File: src/sv/ttw_pkg.sv
// Shared types and constants of the text terminal writer.
package ttw_pkg;

   // Default screen geometry.
   localparam int TTW_COLUMNS = 80;
   localparam int TTW_ROWS    = 25;

   // Field widths of the beats.
   localparam int CHAR_W       = 8;
   localparam int ATTR_W       = 8;
   localparam int READ_INDEX_W = 11;
   localparam int OFFSET_W     = 11;
   localparam int CELL_W       = 16;

   // Item kinds carried in tuser.
   localparam logic OP_PUT  = 1'b0;
   localparam logic OP_READ = 1'b1;

   // Newline byte and the blank cell: a space in light grey on black.
   localparam logic [CHAR_W-1:0] NEWLINE_CODE = 8'h0A;
   localparam logic [CELL_W-1:0] BLANK_CELL   = 16'h0720;

   typedef enum logic [2:0] {
      ST_CLEAR,
      ST_IDLE,
      ST_READ,
      ST_COPY,
      ST_FILL,
      ST_DONE
   } state_type;

   typedef struct packed {
      logic [OFFSET_W-1:0] cursor_pos;
      logic [CELL_W-1:0]   cell_value;
      logic                scrolled;
   } result_type;

endpackage

File: src/sv/ttw_ctrl.sv
// Sequencer: cursor, put and read handling, scroll copy and clearing pass.
module ttw_ctrl #(
   parameter int COLUMNS = ttw_pkg::TTW_COLUMNS,
   parameter int ROWS    = ttw_pkg::TTW_ROWS
) (
   input  logic                                  clock,
   input  logic                                  reset,
   input  logic                                  req_valid,
   output logic                                  req_ready,
   input  logic                                  req_opcode,
   input  logic [ttw_pkg::CHAR_W-1:0]            req_char_code,
   input  logic [ttw_pkg::ATTR_W-1:0]            req_attribute,
   input  logic [ttw_pkg::READ_INDEX_W-1:0]      req_read_index,
   input  logic                                  out_free,
   output logic                                  res_valid,
   output ttw_pkg::result_type                   res_data,
   output logic                                  mem_wr_en,
   output logic [$clog2(ROWS*COLUMNS)-1:0]       mem_wr_addr,
   output logic [ttw_pkg::CELL_W-1:0]            mem_wr_data,
   output logic                                  mem_rd_en,
   output logic [$clog2(ROWS*COLUMNS)-1:0]       mem_rd_addr,
   input  logic [ttw_pkg::CELL_W-1:0]            mem_rd_data
);
   import ttw_pkg::*;

   localparam int CELL_COUNT = ROWS * COLUMNS;
   localparam int COPY_LAST  = CELL_COUNT - COLUMNS;
   localparam int ADDR_W     = $clog2(CELL_COUNT);
   localparam int CNT_W      = $clog2(CELL_COUNT + 1);
   localparam int ROW_W      = $clog2(ROWS);
   localparam int COL_W      = $clog2(COLUMNS);
   localparam int CMP_W      = (CNT_W > READ_INDEX_W) ? CNT_W : READ_INDEX_W;

   state_type         state_ff, state_in;
   logic [CNT_W-1:0]  cnt_ff, cnt_in;
   logic [ROW_W-1:0]  row_ff, row_in;
   logic [COL_W-1:0]  col_ff, col_in;
   logic [CELL_W-1:0] res_cell_ff, res_cell_in;
   logic              res_scroll_ff, res_scroll_in;
   logic              read_ok_ff, read_ok_in;

   logic              req_fire;
   logic              is_put;
   logic              is_newline;
   logic              col_last;
   logic              row_last;
   logic              advance_row;
   logic              scroll_needed;
   logic [ADDR_W-1:0] cursor_addr;
   logic [CMP_W-1:0]  index_ext;

   // Decode of the incoming beat and of the cursor.
   assign req_fire      = req_valid && req_ready;
   assign is_put        = (req_opcode == OP_PUT);
   assign is_newline    = (req_char_code == NEWLINE_CODE);
   assign col_last      = (col_ff == COL_W'(COLUMNS - 1));
   assign row_last      = (row_ff == ROW_W'(ROWS - 1));
   assign advance_row   = is_put && (is_newline || col_last);
   assign scroll_needed = advance_row && row_last;
   assign cursor_addr   = ADDR_W'(row_ff) * ADDR_W'(COLUMNS) + ADDR_W'(col_ff);
   assign index_ext     = CMP_W'(req_read_index);

   // Next state.
   always_comb begin
      state_in = state_ff;
      case (state_ff)
         ST_CLEAR: begin
            if (cnt_ff == CNT_W'(CELL_COUNT - 1)) begin
               state_in = ST_IDLE;
            end
         end
         ST_IDLE: begin
            if (req_fire) begin
               if (!is_put) begin
                  state_in = ST_READ;
               end else if (scroll_needed) begin
                  state_in = ST_COPY;
               end else begin
                  state_in = ST_DONE;
               end
            end
         end
         ST_READ: begin
            state_in = ST_DONE;
         end
         ST_COPY: begin
            if (cnt_ff == CNT_W'(COPY_LAST)) begin
               state_in = ST_FILL;
            end
         end
         ST_FILL: begin
            if (cnt_ff == CNT_W'(COLUMNS - 1)) begin
               state_in = ST_DONE;
            end
         end
         ST_DONE: begin
            if (out_free) begin
               state_in = ST_IDLE;
            end
         end
         default: begin
            state_in = ST_CLEAR;
         end
      endcase
   end

   // Outputs: handshake, result strobe and memory ports.
   always_comb begin
      req_ready   = 1'b0;
      res_valid   = 1'b0;
      mem_wr_en   = 1'b0;
      mem_wr_addr = cursor_addr;
      mem_wr_data = {req_attribute, req_char_code};
      mem_rd_en   = 1'b0;
      mem_rd_addr = ADDR_W'(index_ext);
      case (state_ff)
         ST_CLEAR: begin
            mem_wr_en   = 1'b1;
            mem_wr_addr = cnt_ff[ADDR_W-1:0];
            mem_wr_data = BLANK_CELL;
         end
         ST_IDLE: begin
            req_ready = 1'b1;
            mem_wr_en = req_valid && is_put && !is_newline;
            mem_rd_en = req_valid && !is_put;
         end
         ST_COPY: begin
            // Read one row further down, write back the cell returned by the registered read port.
            mem_rd_en   = (cnt_ff < CNT_W'(COPY_LAST));
            mem_rd_addr = ADDR_W'(cnt_ff + CNT_W'(COLUMNS));
            mem_wr_en   = (cnt_ff != '0);
            mem_wr_addr = ADDR_W'(cnt_ff - CNT_W'(1));
            mem_wr_data = mem_rd_data;
         end
         ST_FILL: begin
            mem_wr_en   = 1'b1;
            mem_wr_addr = ADDR_W'(CNT_W'(COPY_LAST) + cnt_ff);
            mem_wr_data = BLANK_CELL;
         end
         ST_DONE: begin
            res_valid = out_free;
         end
         default: begin
            req_ready = 1'b0;
         end
      endcase
   end

   // Sweep counter for the clearing pass, the copy and the bottom-row fill.
   always_comb begin
      cnt_in = '0;
      case (state_ff)
         ST_CLEAR: begin
            if (cnt_ff != CNT_W'(CELL_COUNT - 1)) begin
               cnt_in = cnt_ff + CNT_W'(1);
            end
         end
         ST_COPY: begin
            if (cnt_ff != CNT_W'(COPY_LAST)) begin
               cnt_in = cnt_ff + CNT_W'(1);
            end
         end
         ST_FILL: begin
            if (cnt_ff != CNT_W'(COLUMNS - 1)) begin
               cnt_in = cnt_ff + CNT_W'(1);
            end
         end
         default: begin
            cnt_in = '0;
         end
      endcase
   end

   // Cursor update and result capture.
   always_comb begin
      row_in        = row_ff;
      col_in        = col_ff;
      res_cell_in   = res_cell_ff;
      res_scroll_in = res_scroll_ff;
      read_ok_in    = read_ok_ff;
      if (state_ff == ST_IDLE && req_fire) begin
         if (is_put) begin
            col_in        = (is_newline || col_last) ? '0 : col_ff + COL_W'(1);
            row_in        = (advance_row && !row_last) ? row_ff + ROW_W'(1) : row_ff;
            res_cell_in   = is_newline ? '0 : {req_attribute, req_char_code};
            res_scroll_in = scroll_needed;
         end else begin
            read_ok_in    = (index_ext < CMP_W'(CELL_COUNT));
            res_scroll_in = 1'b0;
         end
      end else if (state_ff == ST_READ) begin
         res_cell_in = read_ok_ff ? mem_rd_data : '0;
      end
   end

   // Control registers.
   always_ff @(posedge clock) begin
      if (reset) begin
         state_ff <= ST_CLEAR;
         cnt_ff   <= '0;
         row_ff   <= '0;
         col_ff   <= '0;
      end else begin
         state_ff <= state_in;
         cnt_ff   <= cnt_in;
         row_ff   <= row_in;
         col_ff   <= col_in;
      end
   end

   // Result payload registers.
   always_ff @(posedge clock) begin
      res_cell_ff   <= res_cell_in;
      res_scroll_ff <= res_scroll_in;
      read_ok_ff    <= read_ok_in;
   end

   assign res_data.cursor_pos = OFFSET_W'(cursor_addr);
   assign res_data.cell_value = res_cell_ff;
   assign res_data.scrolled   = res_scroll_ff;

endmodule

File: config.mk
export PLATFORM = sky130hd
export DESIGN_NAME = ttw_ctrl
export DESIGN_NICKNAME = d
export VERILOG_FILES = /design/src/sv/ttw_pkg.sv /design/src/sv/ttw_ctrl.sv
export SDC_FILE = /design/constraint.sdc
export NUM_CORES = 1
export LEC_CHECK = 0
export BUFFER_PORTS_ARGS = -buffer_cell sky130_fd_sc_hd__buf_2
export CAP_MARGIN = 5
export CORE_MARGIN = 1.5
export CORE_UTILIZATION = 35
export DETAILED_ROUTE_END_ITERATION = 10
export HOLD_SLACK_MARGIN = 0.12
export PLACE_DENSITY = 0.66
export SETUP_SLACK_MARGIN = 0.02
export SYNTH_ARGS = -nofsm -noshare
export SYNTH_HDL_FRONTEND = slang
export SYNTH_SLANG_ARGS = --single-unit
File: constraint.sdc
create_clock -name clock -period 7.78 [get_ports clock]
set_clock_uncertainty 0.2 [all_clocks]
set_input_delay 1.167 -clock clock [delete_from_list [all_inputs] [get_ports clock]]
set_output_delay 1.167 -clock clock [all_outputs]
set_load 0.05 [all_outputs]
==> flow_summary.yaml <==
layout:
  nets: 592
  drive_gt1_share_pct: 26.5
  fin_util_pct: 44.4
  area_growth_pct: 21.4
  final_common_cell: "buf_2"
  mostFrequentLayoutCells: "buf_2 (117), nand2_1 (79), nor2_1 (43)"
  fill_cells: 954
  diodes: 0
worst_setup_path:
  arrival_ps: 2890
  ff2ff_setup_slack_ps: 4990
  crit_type: "reg2out"
  rr_endpoint: "cnt_ff[5]"
  cp_max_fo: 7
  reg2reg_from: "state_ff[0]"
  slowest_delay_ps: 480
  worstPathCellList: "ha_1, ha_1, fa_1, xor2_1, nand4_1, xnor2_1, xnor2_1, o2bb2ai_1, buf_2"
  endpoint_kind: "output port"
  cp.required_ps: 6410
  crit_path_start: "row_ff[1]"
  cpLargestDelayFamily: "adder cells"
  slowest_stage: "dfxtp_1"
  worst-path-stages: 9
  endpoint: "mem_wr_addr[10]"
  worstSetupStartpointType: "flip-flop"
  rr_worst_depth: 5
  critPathBufInv: 1
route:
  first_pass_iters: 5
  drt-total-wl_um: 9800
  dr_total_vias: 3353
  final_antenna_net_count: 0
  drt-wirelength-per-cell_um: 15.0
  drc: 0
  drt_iter0_drc: 236
  via_per_inst: 5.13
sta:
  setup_viol_count_final: 0
  slew_headroom_pct: 35.5
  worst-slew-pin-transition_ps: 967
  rsz0062_at_grt: "false"
  final_max_slew_viol_count: 0
  fin_setup_tns_ps: 0
  finalCritPeriodShare_pct: 54.7
  hold_viol_final: 0
  fmax_mhz: 235
  layout_setup_ws_ps: 3520
  min_period_ps: 4260
floorplan:
  ioPinCount: 118
  fp.dieH_um: 102
  die_w_um: 102
  initial_utilization_pct: 36.6
  num_rows: 35
  core-area_mm2: 0.00933
  die_area_mm2: 0.0104
place:
  dpl.hpwl_um: 7600
  portBuffers: 117
  pre_cts_slack_ps: 3600
  gp_congestion: 0.892
clock_tree:
  postCtsResizedCells: 0
  h-tree-depth: 2
  cts-root-buf: "clkbuf_8"
  clk_latency_ps: 310
  cts_setup_buffers: 0
  cts.clk_slew.worst_paths_ps: 90
  cts_sinks: 44
  clockBufferDepth: 2
  cts_buffers: 5
  cts_tree: "done"
  cts_hold_buf: 0
logic_synthesis:
  ys_top_cells_by_area: "edfxtp_1 (16%), dfxtp_1 (15%), nand2_1 (8.7%)"
  yosysWarnings: 0
  syn_inst: 427
  synth_nets: 496
  synthFlopType: "dfxtp_1"
  syn_avg_cell_area_um2: 7.99
  synth.distinct_cells: 56
  async_flop_share_pct: 0
  synth.largest_area_cell: "edfxtp_1"
  synth.top_cell.area_share_pct: 15.8
  seq_area_frac_synth_pct: 31.1
  synth_edf_count: 18
  ys_ff_latch: 44
  syn-cell-area_mm2: 0.00341
global_routing:
  grt.total_usage_pct: 19.0
  grt_start_max_net_pins: 34
  antenna_found_initial: 1
  grt_pass1_wl_um: 15400
  grt_overflow_total: 0
  grt_pass1_vias: 3095
job:
  drv_cap: 0
status:
  status: "finished, final reports clean"
power_and_ir_drop:
  ir_drop_v: 0.0000879
  leakage_nw: 1.94
  p_per_area_mw_per_mm2: 118
min_path:
  holdCritPathClass: "reg2reg"
-- stage by stage --
| stage | instance area (µm²) | hold slack [ps] | power [mW] | instances |
|---|---|---|---|---|
| 3_3_place_gp | 4030 | 329 | 0.312 | 645 |
| 4_1_cts | 4140 | 355 | 0.490 | 653 |
| 5_1_grt | 4140 | 393 | 0.506 | 653 |
| 3_5_place_dp | 4030 | 327 | 0.313 | 645 |
| 2_1_floorplan | 3410 | 303 | 0.289 | 427 |
| 6_report | 4140 | 362 | 0.489 | 653 |
-- power breakdown --
part / switching, mW / internal [mW] / leakage [nW]
clock network: 0.0851 / 0.0953 / 0.0558
registers: 0.00323 / 0.240 / 0.376
logic: 0.0419 / 0.0236 / 1.51
total: 0.130 / 0.359 / 1.94
-- cell usage after synthesis, types with 5 or more instances --
| master | number |
|---|---|
| o221ai_1 | 5 |
| xor2_1 | 9 |
| nor2_1 | 43 |
| dfxtp_1 | 26 |
| buf_4 | 5 |
| nor3_1 | 8 |
| a21oi_1 | 15 |
| inv_1 | 19 |
| xnor2_1 | 24 |
| nand3_1 | 25 |
| edfxtp_1 | 18 |
| nand2_1 | 79 |
| buf_2 | 9 |
| a22o_1 | 10 |
| clkbuf_1 | 13 |
| a21o_1 | 6 |
| ha_1 | 19 |
| o21ai_0 | 28 |
-- worst min-delay path by stage --
stage,depth (start not counted),end,startpoint
6_report,2,col_ff[6],col_ff[6]
3_3_place_gp,1,cnt_ff[0],cnt_ff[0]
2_1_floorplan,2,col_ff[6],col_ff[6]
5_1_grt,2,col_ff[6],col_ff[6]
3_5_place_dp,2,col_ff[6],col_ff[6]
4_1_cts,2,col_ff[6],col_ff[6]
-- kinds of logic after synthesis --
group | after synthesis | share of synthesized area [%]
AND/OR/NAND/NOR | 182 | 24.5
AO/OA/AOI/OAI | 92 | 19.8
buffers and inverters | 51 | 6.71
flip-flops | 44 | 31.1
XOR/XNOR | 33 | 8.47
adder cells (fa/ha/maj) | 21 | 8.14
multiplexers | 4 | 1.25
-- layout make-up --
type                    count  area (µm²)  share of cell area (%)
multi-input cells         332        2120                    51.2
inverters                  19        71.3                    1.72
repair buffers            121         616                    14.9
well taps                 129         161                    3.89
clock inverters             3        42.5                    1.03
flip-flops and latches     44        1060                    25.6
clock buffers               5        68.8                    1.66
-- worst min-delay path: cells and delay by family, from the launching register on --
family,cells,cell delay (ps)
xor+xnor,1,90
flops,1,380
simple gates,1,70
-- routing by layer --
| metal | global-route usage, % | share of wire, % |
|---|---|---|
| met3 | 4.62 | 8.1 |
| met4 | 5.13 | 1.4 |
| met1 | 24.6 | 46 |
| met2 | 31.6 | 44 |
| met5 | 0 | 0.14 |
-- sequential cells by signal, indices dropped and copies added, names as in the netlist --
signal	cells
res_scroll_ff	1
cnt_ff	11
res_cell_ff	16
state_ff	3
read_ok_ff	1
col_ff	7
row_ff	5
Power figures use the tool's default switching activity.
